### config.mk
export PLATFORM = sky130hd
export DESIGN_NAME = gray_image_rmse_unit
export DESIGN_NICKNAME = d
export VERILOG_FILES = /design/src/gir_pkg.sv /design/src/gray_image_rmse_unit.sv /design/src/gir_regs.sv /design/src/gir_ctrl.sv /design/src/gir_dp.sv
export SDC_FILE = /design/constraint.sdc
export NUM_CORES = 2
export LEC_CHECK = 0
export BUFFER_PORTS_ARGS = -buffer_cell sky130_fd_sc_hd__buf_4
export CELL_PAD_IN_SITES_DETAIL_PLACEMENT = 1
export CELL_PAD_IN_SITES_GLOBAL_PLACEMENT = 1
export CORE_MARGIN = 4
export CORE_UTILIZATION = 45
export DETAILED_ROUTE_END_ITERATION = 6
export PLACE_DENSITY = 0.81
export SLEW_MARGIN = 20
export SYNTH_ARGS = -nofsm -noshare
export SYNTH_HDL_FRONTEND = slang
export SYNTH_SLANG_ARGS = --single-unit
### constraint.sdc
create_clock -name clk -period 8.35 [get_ports clk]
set_clock_uncertainty 0.1 [all_clocks]
set_input_delay 1.2525 -clock clk [delete_from_list [all_inputs] [get_ports clk]]
set_output_delay 1.2525 -clock clk [all_outputs]
set_load 0.02 [all_outputs]
### src/gir_pkg.sv
`timescale 1ns / 1ps
// ----------------------------------------------------------------------------
// gir_pkg
// Shared types and constants of the gray image rmse unit.
// ----------------------------------------------------------------------------
package gir_pkg;

    localparam int PIX_W        = 8;
    localparam int CFG_W        = 13;
    localparam int SUM_W        = 40;
    localparam int COUNT_W      = 24;
    localparam int FRAC_W       = 17;
    localparam int FRAC_SHIFT   = 32;
    localparam int DIVIDEND_W   = SUM_W + FRAC_SHIFT;
    localparam int QUOT_W       = 64;
    localparam int ROOT_W       = QUOT_W / 2;
    localparam int DIV_STEPS    = DIVIDEND_W;
    localparam int SQRT_STEPS   = ROOT_W;
    localparam int STEP_W       = $clog2(DIV_STEPS);
    localparam int PROD_W       = 2 * ROOT_W;
    localparam int ADDR_W       = 3;
    localparam int DATA_W       = 32;

    // floor(x / 255) == (x * RECIP_255) >> RECIP_SHIFT for any 32-bit x
    localparam logic [ROOT_W-1:0] RECIP_255   = 32'h8080_8081;
    localparam int                RECIP_SHIFT = 39;

    localparam int DEFAULT_MAX_DIM = 4096;

    localparam logic [CFG_W-1:0] WIDTH_RESET  = 13'd640;
    localparam logic [CFG_W-1:0] HEIGHT_RESET = 13'd480;

    typedef enum logic [0:0] {
        REG_IMAGE_WIDTH  = 1'b0,
        REG_IMAGE_HEIGHT = 1'b1
    } reg_index_t;

    typedef enum logic [4:0] {
        ST_ACCUM = 5'b00001,
        ST_DIV   = 5'b00010,
        ST_SQRT  = 5'b00100,
        ST_MUL   = 5'b01000,
        ST_DONE  = 5'b10000
    } state_t;

    typedef struct packed {
        logic acc;
        logic div_load;
        logic div_step;
        logic sqrt_step;
        logic mul_en;
        logic load_out;
    } ctrl_cmd_t;

    typedef struct packed {
        logic last;
    } ctrl_status_t;

endpackage

### src/gray_image_rmse_unit.sv
`timescale 1ns / 1ps
// ----------------------------------------------------------------------------
// gray_image_rmse_unit
// Root-mean-square error over 255 between two 8-bit gray images, Q1.16.
// ----------------------------------------------------------------------------
// pixel pairs are taken one per cycle while the image accumulates
// after the last pixel the result goes through the bit-serial divider, the
// square root, the multiply and a hand-off that waits for the output register
// to free up; no pixel is taken meanwhile
// reset clears sum, count and the result handshake; size is 640 x 480
module gray_image_rmse_unit
    import gir_pkg::*;
#(
    parameter int MAX_DIM = DEFAULT_MAX_DIM
)
(
    input  logic              clk,
    input  logic              rst_n,
    input  logic              psel,
    input  logic              penable,
    input  logic              pwrite,
    input  logic [ADDR_W-1:0] paddr,
    input  logic [DATA_W-1:0] pwdata,
    output logic [DATA_W-1:0] prdata,
    output logic              pready,
    input  logic              pixel_valid,
    output logic              pixel_ready,
    input  logic [PIX_W-1:0]  orig_pixel,
    input  logic [PIX_W-1:0]  ref_pixel,
    output logic              result_valid,
    input  logic              result_ready,
    output logic [FRAC_W-1:0] rmse_fraction
);

    logic [CFG_W-1:0] image_width;
    logic [CFG_W-1:0] image_height;
    ctrl_cmd_t        cmd;
    ctrl_status_t     status;

    gir_regs u_regs
    (
        .clk          (clk),
        .rst_n        (rst_n),
        .psel         (psel),
        .penable      (penable),
        .pwrite       (pwrite),
        .paddr        (paddr),
        .pwdata       (pwdata),
        .prdata       (prdata),
        .pready       (pready),
        .image_width  (image_width),
        .image_height (image_height)
    );

    gir_ctrl u_ctrl
    (
        .clk          (clk),
        .rst_n        (rst_n),
        .pixel_valid  (pixel_valid),
        .pixel_ready  (pixel_ready),
        .result_valid (result_valid),
        .result_ready (result_ready),
        .status       (status),
        .cmd          (cmd)
    );

    gir_dp #(
        .MAX_DIM (MAX_DIM)
    ) u_dp
    (
        .clk           (clk),
        .rst_n         (rst_n),
        .image_width   (image_width),
        .image_height  (image_height),
        .orig_pixel    (orig_pixel),
        .ref_pixel     (ref_pixel),
        .cmd           (cmd),
        .status        (status),
        .rmse_fraction (rmse_fraction)
    );

endmodule

### src/gir_regs.sv
`timescale 1ns / 1ps
// ----------------------------------------------------------------------------
// gir_regs
// APB-style register file holding the image width and height.
// ----------------------------------------------------------------------------
module gir_regs
    import gir_pkg::*;
(
    input  logic              clk,
    input  logic              rst_n,
    input  logic              psel,
    input  logic              penable,
    input  logic              pwrite,
    input  logic [ADDR_W-1:0] paddr,
    input  logic [DATA_W-1:0] pwdata,
    output logic [DATA_W-1:0] prdata,
    output logic              pready,
    output logic [CFG_W-1:0]  image_width,
    output logic [CFG_W-1:0]  image_height
);

    logic [CFG_W-1:0] width_reg;
    logic [CFG_W-1:0] width_next;
    logic [CFG_W-1:0] height_reg;
    logic [CFG_W-1:0] height_next;
    reg_index_t       index;
    logic             wr_en;

    assign pready = 1'b1;
    assign index  = reg_index_t'(paddr[ADDR_W-1:2]);
    assign wr_en  = psel & penable & pwrite;

    always_comb
    begin
        width_next  = width_reg;
        height_next = height_reg;
        if (wr_en)
        begin
            case (index)
                REG_IMAGE_WIDTH:  width_next  = pwdata[CFG_W-1:0];
                REG_IMAGE_HEIGHT: height_next = pwdata[CFG_W-1:0];
                default:          width_next  = width_reg;
            endcase
        end
    end

    always_comb
    begin
        case (index)
            REG_IMAGE_WIDTH:  prdata = DATA_W'(width_reg);
            REG_IMAGE_HEIGHT: prdata = DATA_W'(height_reg);
            default:          prdata = '0;
        endcase
    end

    always_ff @(posedge clk or negedge rst_n)
    begin
        if (!rst_n)
        begin
            width_reg  <= WIDTH_RESET;
            height_reg <= HEIGHT_RESET;
        end
        else
        begin
            width_reg  <= width_next;
            height_reg <= height_next;
        end
    end

    assign image_width  = width_reg;
    assign image_height = height_reg;

endmodule

### src/gir_ctrl.sv
`timescale 1ns / 1ps
// ----------------------------------------------------------------------------
// gir_ctrl
// Sequencer: accumulate, long divide, square root, scale, hand off result.
// ----------------------------------------------------------------------------
module gir_ctrl
    import gir_pkg::*;
(
    input  logic         clk,
    input  logic         rst_n,
    input  logic         pixel_valid,
    output logic         pixel_ready,
    output logic         result_valid,
    input  logic         result_ready,
    input  ctrl_status_t status,
    output ctrl_cmd_t    cmd
);

    state_t            state_reg;
    state_t            state_next;
    logic [STEP_W-1:0] step_reg;
    logic [STEP_W-1:0] step_next;
    logic              out_valid_reg;
    logic              out_valid_next;

    assign pixel_ready  = (state_reg == ST_ACCUM);
    assign result_valid = out_valid_reg;

    always_comb
    begin
        state_next     = state_reg;
        step_next      = step_reg;
        out_valid_next = out_valid_reg & ~result_ready;
        cmd            = '0;
        case (state_reg)
            ST_ACCUM:
            begin
                if (pixel_valid)
                begin
                    cmd.acc = 1'b1;
                    if (status.last)
                    begin
                        cmd.div_load = 1'b1;
                        step_next    = '0;
                        state_next   = ST_DIV;
                    end
                end
            end
            ST_DIV:
            begin
                cmd.div_step = 1'b1;
                step_next    = step_reg + 1'b1;
                if (step_reg == STEP_W'(DIV_STEPS - 1))
                begin
                    step_next  = '0;
                    state_next = ST_SQRT;
                end
            end
            ST_SQRT:
            begin
                cmd.sqrt_step = 1'b1;
                step_next     = step_reg + 1'b1;
                if (step_reg == STEP_W'(SQRT_STEPS - 1))
                begin
                    step_next  = '0;
                    state_next = ST_MUL;
                end
            end
            ST_MUL:
            begin
                cmd.mul_en = 1'b1;
                state_next = ST_DONE;
            end
            ST_DONE:
            begin
                // wait for the output register to free up
                if (!out_valid_reg || result_ready)
                begin
                    cmd.load_out   = 1'b1;
                    out_valid_next = 1'b1;
                    state_next     = ST_ACCUM;
                end
            end
            default:
            begin
                state_next = ST_ACCUM;
            end
        endcase
    end

    always_ff @(posedge clk or negedge rst_n)
    begin
        if (!rst_n)
        begin
            state_reg     <= ST_ACCUM;
            step_reg      <= '0;
            out_valid_reg <= 1'b0;
        end
        else
        begin
            state_reg     <= state_next;
            step_reg      <= step_next;
            out_valid_reg <= out_valid_next;
        end
    end

endmodule

### src/gir_dp.sv
`timescale 1ns / 1ps
// ----------------------------------------------------------------------------
// gir_dp
// Datapath: squared-difference accumulator, radix-2 divider, bit-serial
// square root and reciprocal scaling by 1/255.
// ----------------------------------------------------------------------------
module gir_dp
    import gir_pkg::*;
#(
    parameter int MAX_DIM = DEFAULT_MAX_DIM
)
(
    input  logic              clk,
    input  logic              rst_n,
    input  logic [CFG_W-1:0]  image_width,
    input  logic [CFG_W-1:0]  image_height,
    input  logic [PIX_W-1:0]  orig_pixel,
    input  logic [PIX_W-1:0]  ref_pixel,
    input  ctrl_cmd_t         cmd,
    output ctrl_status_t      status,
    output logic [FRAC_W-1:0] rmse_fraction
);

    localparam int DIM_W  = $clog2(MAX_DIM + 1);
    localparam int TOT_W  = 2 * DIM_W;
    localparam int SREM_W = ROOT_W + 2;

    logic [DIM_W-1:0]      width_eff;
    logic [DIM_W-1:0]      height_eff;
    logic [TOT_W-1:0]      total;
    logic [PIX_W-1:0]      diff;
    logic [2*PIX_W-1:0]    diff_sq;
    logic [SUM_W-1:0]      sum_inc;
    logic [COUNT_W:0]      count_inc;

    logic [SUM_W-1:0]      sum_reg;
    logic [COUNT_W-1:0]    count_reg;

    logic [DIVIDEND_W-1:0] quo_reg;
    logic [TOT_W-1:0]      rem_reg;
    logic [TOT_W-1:0]      divisor_reg;
    logic [TOT_W:0]        div_part;
    logic                  div_ge;

    logic [SREM_W-1:0]     srem_reg;
    logic [ROOT_W-1:0]     root_reg;
    logic [SREM_W+1:0]     srem_sh;
    logic [SREM_W+1:0]     sqrt_trial;
    logic                  sqrt_ge;

    logic [PROD_W-1:0]     prod_reg;
    logic [FRAC_W-1:0]     result_reg;

    // zero acts as one, oversized values stop at the maximum
    always_comb
    begin
        if (image_width == '0)
            width_eff = DIM_W'(1);
        else if (32'(image_width) > 32'(MAX_DIM))
            width_eff = DIM_W'(MAX_DIM);
        else
            width_eff = DIM_W'(image_width);

        if (image_height == '0)
            height_eff = DIM_W'(1);
        else if (32'(image_height) > 32'(MAX_DIM))
            height_eff = DIM_W'(MAX_DIM);
        else
            height_eff = DIM_W'(image_height);
    end

    assign total     = TOT_W'(width_eff) * TOT_W'(height_eff);
    assign diff      = (orig_pixel >= ref_pixel) ? (orig_pixel - ref_pixel)
                                                 : (ref_pixel - orig_pixel);
    assign diff_sq   = (2*PIX_W)'(diff) * (2*PIX_W)'(diff);
    assign sum_inc   = sum_reg + SUM_W'(diff_sq);
    assign count_inc = {1'b0, count_reg} + 1'b1;

    assign status.last = (64'(count_inc) >= 64'(total));

    // running sum and pixel count
    always_ff @(posedge clk or negedge rst_n)
    begin
        if (!rst_n)
        begin
            sum_reg   <= '0;
            count_reg <= '0;
        end
        else if (cmd.acc)
        begin
            if (status.last)
            begin
                sum_reg   <= '0;
                count_reg <= '0;
            end
            else
            begin
                sum_reg   <= sum_inc;
                count_reg <= count_inc[COUNT_W-1:0];
            end
        end
    end

    // restoring division of sum * 2^32 by total, one quotient bit per cycle;
    // quotient bits shift in at the bottom as dividend bits leave the top
    assign div_part = {rem_reg, quo_reg[DIVIDEND_W-1]};
    assign div_ge   = (div_part >= {1'b0, divisor_reg});

    // digit-by-digit square root on the low quotient bits, two bits a step
    assign srem_sh    = {srem_reg, quo_reg[QUOT_W-1 -: 2]};
    assign sqrt_trial = {2'b00, root_reg, 2'b01};
    assign sqrt_ge    = (srem_sh >= sqrt_trial);

    always_ff @(posedge clk)
    begin
        if (cmd.div_load)
        begin
            quo_reg     <= {sum_inc, FRAC_SHIFT'(0)};
            rem_reg     <= '0;
            divisor_reg <= total;
            srem_reg    <= '0;
            root_reg    <= '0;
        end
        else if (cmd.div_step)
        begin
            rem_reg <= div_ge ? TOT_W'(div_part - {1'b0, divisor_reg})
                              : div_part[TOT_W-1:0];
            quo_reg <= {quo_reg[DIVIDEND_W-2:0], div_ge};
        end
        else if (cmd.sqrt_step)
        begin
            srem_reg <= sqrt_ge ? SREM_W'(srem_sh - sqrt_trial)
                                : srem_sh[SREM_W-1:0];
            root_reg <= {root_reg[ROOT_W-2:0], sqrt_ge};
            quo_reg  <= {quo_reg[DIVIDEND_W-3:0], 2'b00};
        end

        if (cmd.mul_en)
            prod_reg <= PROD_W'(root_reg) * PROD_W'(RECIP_255);

        if (cmd.load_out)
            result_reg <= prod_reg[RECIP_SHIFT +: FRAC_W];
    end

    assign rmse_fraction = result_reg;

endmodule

Word-level counts from Yosys, hierarchy flattened
Cells that the tools add are included.
{"block": "word_totals", "word_cells": 95, "regBits": 366, "input_bits": 58, "out_inout_bits": 52}
{"block": "op_classes", "bitwise_logic": 6, "muxes": 34, "magnitude_cmp": 6, "add_sub_neg": 7, "n_reduce_logical": 12, "mul": 3, "eq_ne": 12}
{"operator": "$mux 72", "count": 3}
{"operator": "$pmux 32 s2", "count": 1}
{"operator": "$mul 32x32->56 const B", "count": 1}
{"operator": "$mux 13", "count": 4}
{"operator": "$add 40x16->40", "count": 1}
{"operator": "$mux 40", "count": 1}
{"operator": "$ge 36x34->1", "count": 1}
{"operator": "$mux 34", "count": 1}
{"operator": "$sub 34x34->34", "count": 1}
{"operator": "$mux 7", "count": 4}
{"operator": "$ge 27x26->1", "count": 1}
{"operator": "$ge 25x26->1", "count": 1}
{"operator": "$gt 13x13->1 const B", "count": 2}
{"operator": "$logic_not 13->1", "count": 2}
{"operator": "$mul 13x13->26", "count": 1}
{"operator": "$mux 26", "count": 1}
{"operator": "$sub 26x26->26", "count": 1}
{"operator": "$add 24x1->25 const B", "count": 1}
{"operator": "$mux 5", "count": 5}
{"operator": "$pmux 5 s5", "count": 1}
{"operator": "$mux 24", "count": 1}
{"operator": "$pmux 7 s3", "count": 1}
{"operator": "$mul 8x8->16", "count": 1}
{"operator": "$sub 8x8->8", "count": 2}
{"operator": "other kinds (23)", "count": 41}

Depth between registers and ports, before layout
{"block": "logic_depth", "depth_word": 9, "ltp_mapped": 39, "mapped_depth_nobuf": 37}

Cells and area by module
Synthesis repeated with hierarchy kept, for this count alone.
{"block": "hier_totals", "cells_unflattened": 3611, "area_unflattened_um2": 32443.6}
{"mod": "gir_dp", "seq_area_each_um2": 7086.8, "instances": 1, "cells_per_inst": 3428, "area_each_um2": 30251.5}
{"mod": "gir_regs", "seq_area_each_um2": 658.1, "instances": 1, "cells_per_inst": 92, "area_each_um2": 1352.5}
{"mod": "gir_ctrl", "seq_area_each_um2": 326.6, "instances": 1, "cells_per_inst": 91, "area_each_um2": 839.6}

Worst setup path before layout
No wires, ideal clock.
{"block": "synth_timing", "kind": "input to register", "startpoint": "in orig_pixel[0]", "endpoint": "reg u_dp.quo_reg[53] (data pin)", "setup_time_ns": 0.266, "arrival_ns": 7.921, "path_buffers": 1, "stages": 28, "required_time_ns": 7.984, "setup_slack_ns": 0.064, "path_cell_list": "inv_1 -> ha_1 -> inv_1 -> fa_1 -> a21o_1 -> a21oi_1 -> a311oi_1 -> a31o_2 -> buf_4 -> mux2_2 -> a21oi_1 -> o21ai_0 -> xnor2_1 -> nor2_1 -> fa_1 -> fa_1 -> fa_1 -> fa_1 -> ha_1 -> o21a_1 -> o21a_1 -> a2111oi_1 -> o31ai_1 -> a21oi_2 -> nor2_1 -> and3_1 -> xnor2_1 -> o21bai_1"}
{"block": "synth_via", "elab_chain_len": 5, "word_cells_on_any_way": 7, "cone_classes": "add/sub (3); mul (1); order compare (1); mux (2)"}
{"element": "from (decl)", "line_no": "gray_image_rmse_unit.sv:28", "source": "input logic [PIX_W-1:0] orig_pixel,"}
{"element": "$sub 8x8->8 (tied with other cells)", "line_no": "gir_dp.sv:74", "source": ": (ref_pixel - orig_pixel);"}
{"element": "$mux 8 (*)", "line_no": "gir_dp.sv:73", "source": "assign diff = (orig_pixel >= ref_pixel) ? (orig_pixel - ref_pixel)"}
{"element": "$mul 8x8->16 (*)", "line_no": "gir_dp.sv:75", "source": "assign diff_sq = (2*PIX_W)'(diff) * (2*PIX_W)'(diff);"}
{"element": "$add 40x16->40 (*)", "line_no": "gir_dp.sv:76", "source": "assign sum_inc = sum_reg + SUM_W'(diff_sq);"}
{"element": "$mux 72 (*)", "line_no": "gir_dp.sv:116", "source": "if (cmd.div_load)"}
{"element": "to (signal assigned)", "line_no": "gir_dp.sv:118", "source": "quo_reg <= {sum_inc, FRAC_SHIFT'(0)};"}
{"element": "to (signal assigned)", "line_no": "gir_dp.sv:128", "source": "quo_reg <= {quo_reg[DIVIDEND_W-2:0], div_ge};"}
{"element": "to (signal assigned)", "line_no": "gir_dp.sv:135", "source": "quo_reg <= {quo_reg[DIVIDEND_W-3:0], 2'b00};"}
{"element": "to (decl)", "line_no": "gir_dp.sv:39", "source": "logic [DIVIDEND_W-1:0] quo_reg;"}
Mark *: on every way between the ends. The rest lies on a longest branch, timed or not.
A chain may end at the register's enable or synchronous reset.

Final worst setup path
{"block": "layout_timing", "startpoint": "reg u_regs.width_reg[3] (netlist: u_regs.image_width[3])", "endpoint": "reg u_dp.quo_reg[68] (enable)"}
{"block": "layout_via", "elab_chain_len": 9, "word_cells_on_any_way": 10, "cone_classes": "mul (1); order compare (2); mux (5); reduce/logical (2)"}
{"element": "from (decl)", "line_no": "gir_regs.sv:22", "source": "logic [CFG_W-1:0] width_reg;"}
{"element": "from (signal assigned)", "line_no": "gir_regs.sv:65", "source": "width_reg <= width_next;"}
{"element": "$gt 13x13->1", "line_no": "gir_dp.sv:59", "source": "else if (32'(image_width) > 32'(MAX_DIM))"}
{"element": "$mux 13", "line_no": "gir_dp.sv:59"}
{"element": "$mux 13 (*)", "line_no": "gir_dp.sv:57", "source": "if (image_width == '0)"}
{"element": "$mul 13x13->26 (*)", "line_no": "gir_dp.sv:72", "source": "assign total = TOT_W'(width_eff) * TOT_W'(height_eff);"}
{"element": "$ge 25x26->1 (*)", "line_no": "gir_dp.sv:79", "source": "assign status.last = (64'(count_inc) >= 64'(total));"}
{"element": "$mux 1 (*)", "line_no": "gir_ctrl.sv:41", "source": "if (status.last)"}
{"element": "$mux 2 (*)", "line_no": "gir_ctrl.sv:38", "source": "if (pixel_valid)"}
{"element": "$mux 2 (*)", "line_no": "gir_ctrl.sv:35", "source": "case (state_reg)"}
{"element": "$reduce_bool 3->1 (no source line) (*)"}
Marked as above.

==> metrics list <==
- For this block, the initial DRC count from the detailed router was 1,296.
- Setup violations remaining at the end of the flow were counted as 0.
* Via/cell ratio: 5.59
- Post-DR wirelength/cell: 19.6 µm
* Worst min-delay path category: reg -> reg
- Yosys printed 0 warnings.
- Portion of synthesized cell area occupied by the leading cell type: 18.1%
- For the worst-skew pair, the clock arrives at the later sink with an insertion delay of 0.59 ns.
- Nets@finish: 4,446
* Yosys reg bits: 327
* Clock transition at the registers of the reported paths: 0.06 ns
- Status: complete, no violations
- ha_1 takes more of the synthesized area than any other cell.
* Drt pass-1 iters: 5
- Worst Setup Slack post-DPL: -0.447 ns
- Total number of placement rows: 96
* Most common cell after layout, fill and taps aside: inv_1
- Slowest stage delay, CP: 0.56 ns
- Element type at the critical path end: register
* Worst Path Max Fanout: 18
- GR Layer Usage met3: 2.48%
- Total die area: 74,600 µm²
* Share of final-layout standard cells stronger than drive strength 1: 13.1%
* Total routing resource utilization after global routing: 23.9%
- Global-route wire length before repair: 147,000 µm
- Measured along the y axis, the die boundary spans 273 µm.
* Die width: 273 µm
- Filler cells: 8,043
- Global routing consumed, on the met2 layer, 43.3% of the routing resources.
- Max-cap viol count: 0
* Total CTS buffers: 41
* Fraction of the mapped netlist area in simple logic gates: 13.1%
* Diode insertion count for antenna repair: 0
- The H-tree was split into 2 levels.
* WP buf/inv: 10
- Dominant combinational cell family by area after synthesis: adder cells
* Final critical delay including setup and external delays: 8.16 ns
- Sequential-to-total area share from yosys stat: 25.5%
* Number of buffers inserted for hold repair after clock tree synthesis: 0
- Cells after synthesis: 3,516
- The worst setup path is launched from a register.
* Req. time, crit path: 8.58 ns
- Maximum number of pins on one net before global-route repair: 99
- The congestion estimate from routability-driven global placement came to 0.889.
* Critical-path cell with the highest stage delay: fa_1
- Initial core utilization: 45.7%
* Xor/xnor share of the synthesized area: 4.48%
* Adder and majority cell fraction of the synthesized area: 31.4%
- The wire-length estimate of the detail-placed layout is 67,900 µm.
* CTS tree: done
* WP data arrival: 8.39 ns
- Highest clock rate: 123 MHz
- Global routing finished with a remaining overflow of 0.
- The worst pin sits at a relative slew slack of 24.2%.
- Buffers placed on the I/O ports in this run total 68.
* Worst setup slack after layout: 0.189 ns
* Post-DRT Antenna Nets: 0
- The netlist uses 91 different library cells.
* Main area contributors after synthesis: ha_1, fa_1, edfxtp_1
- In this run, synthesis inferred 100 flip-flops with an integrated enable.
- After global routing, the most crowded layer is met2.
- The tree is rooted in a clkbuf_16.
- Hold violation total from the final report: 0
- On the critical path the largest part of the delay comes from adder cells.
- IO Pins: 110
- After synthesis, the share of flip-flops with an asynchronous set or reset is 31.5%.
- Buffers from clock root to sink, at most: 3
* Initial antenna violation count: 0
- The number of pins exceeding their max-slew limit in the final report was 0.
- Summed over all layers, the routed wires come to 91,600 µm.
- The synthesized netlist occupies a cell area of 31,600 µm².
- Synth Area per Inst: 9.00 µm²
* Sink count of the clock tree: 327
- Worst Max-Slew Pin Slew: 1.13 ns
* Critical path class: reg -> reg
- From synthesis to final layout, the design area changed by 14.7%.
- Summing the areas of all compound-gate instances in the mapped netlist gives 14.8% of the synthesized area.
* Number of remaining DRC errors: 0
* Vias in the first global route: 28,600
- Dividing the final minimum period by the clock period gives 97.7%.
* Flop-to-flop setup slack: 0.19 ns
* Commonest cells after routing, fill and taps aside: inv_1, ha_1, nand2_1, buf_4, nor2_1
- In the synthesized netlist, mux cells make up 2.75% of the area.
- Floorplan Core Area: 69,200 µm²
- For met1 alone, demand over resource in global routing was 29.8%.
- Top flip-flop cell by instance count after synthesis: dfxtp_1
* Total number of vias: 26,200
* Number of flip-flops under the largest register name: 72
* Setup repair after global routing missed its margin: true
metal layers:
layer	vias up	share of wire, %
li1	12300	-
met1	13200	42
met2	505	51
met3	216	3.4
met4	0	3.3
met5	-	0
what timing repair did:
| item | CTS | global route |
|---|---|---|
| setup buffers | 1 | 5 |
| pin swaps | 6 | 24 |
| gates cloned | 0 | 6 |
| gates resized for setup | 10 | 80 |
| setup endpoints to repair | 232 | 294 |
area by class of cell:
type | instances | area [µm²] | share of cell area [%]
timing repair buffer | 285 | 2360 | 6.50
multi-input combinational | 2574 | 21500 | 59.1
tap | 931 | 1160 | 3.21
clock buffer | 53 | 1140 | 3.15
clock inverter | 22 | 228 | 0.628
timing repair inverter | 1 | 8.76 | 0.0241
sequential | 327 | 8070 | 22.2
inverter | 490 | 1850 | 5.11
worst reg2reg max path, delay by kind of cell, from the launching register on:
kind                     cells  cell delay, ns
buffers and inverters       10            1.05
adder cells (fa/ha/maj)      7            2.82
AO/OA/AOI/OAI               11            1.78
AND/OR/NAND/NOR             10            1.59
XOR/XNOR                     1            0.14
flip-flops                   1            0.41
final timing paths:
check	from	to	cells after the start
min in group asynchronous	rst_n	u_regs.image_height[12]	1
min	u_dp.prod_reg[41]	u_dp.rmse_fraction[2]	0
max reg2reg	u_regs.image_width[3]	u_dp.quo_reg[68]	39
max	u_regs.image_width[3]	u_dp.quo_reg[68]	39
max in group asynchronous	rst_n	u_dp.sum_reg[32]	2
min reg2reg	u_dp.prod_reg[41]	u_dp.rmse_fraction[2]	0
metrics by stage:
step / TNS, ns / instance area (µm²) / cells / hold slack (ns) / utilization (%)
floorplan: 0 / 31700 / 3534 / 0.300 / -
global placement: -3.55 / 34400 / 4596 / 0.302 / 49.7
detailed placement: -32.49 / 34400 / 4596 / 0.307 / 49.7
CTS: 0 / 35800 / 4672 / 0.321 / 51.8
global route: -11.19 / 36300 / 4683 / 0.332 / 52.4
finish: 0 / 36300 / 4683 / 0.321 / 52.4
synth_stat cells (all sizes together) (6+ instances only):
library cell and instances:
a2111oi 6, a211oi 50, a21o 86, a21oi 224
a221oi 7, a22o 26, a22oi 32, a31oi 18
and2 24, and3 33, buf 54, clkbuf 89
dfrtp 96, dfstp 7, dfxtp 124, edfxtp 100
fa 210, ha 458, inv 489, mux2 39
mux2i 43, nand2 397, nand2b 25, nand3 49
nand4 29, nor2 237, nor2b 40, nor3 46
nor4 8, o211ai 17, o21a 17, o21ai 146
o21bai 30, o31ai 13, or2 8, or3 7
xnor2 106, xor2 55
kinds of logic after synthesis:
family          count (synthesis)
compound gates                718
mux                            82
simple gates                  925
fa+ha+maj                     668
flops                         327
xor+xnor                      161
other cells                     2
buf+inv                       633
Power is not shown: default switching activity piles up to over one toggle a cycle in this logic, so the estimate is an artifact.
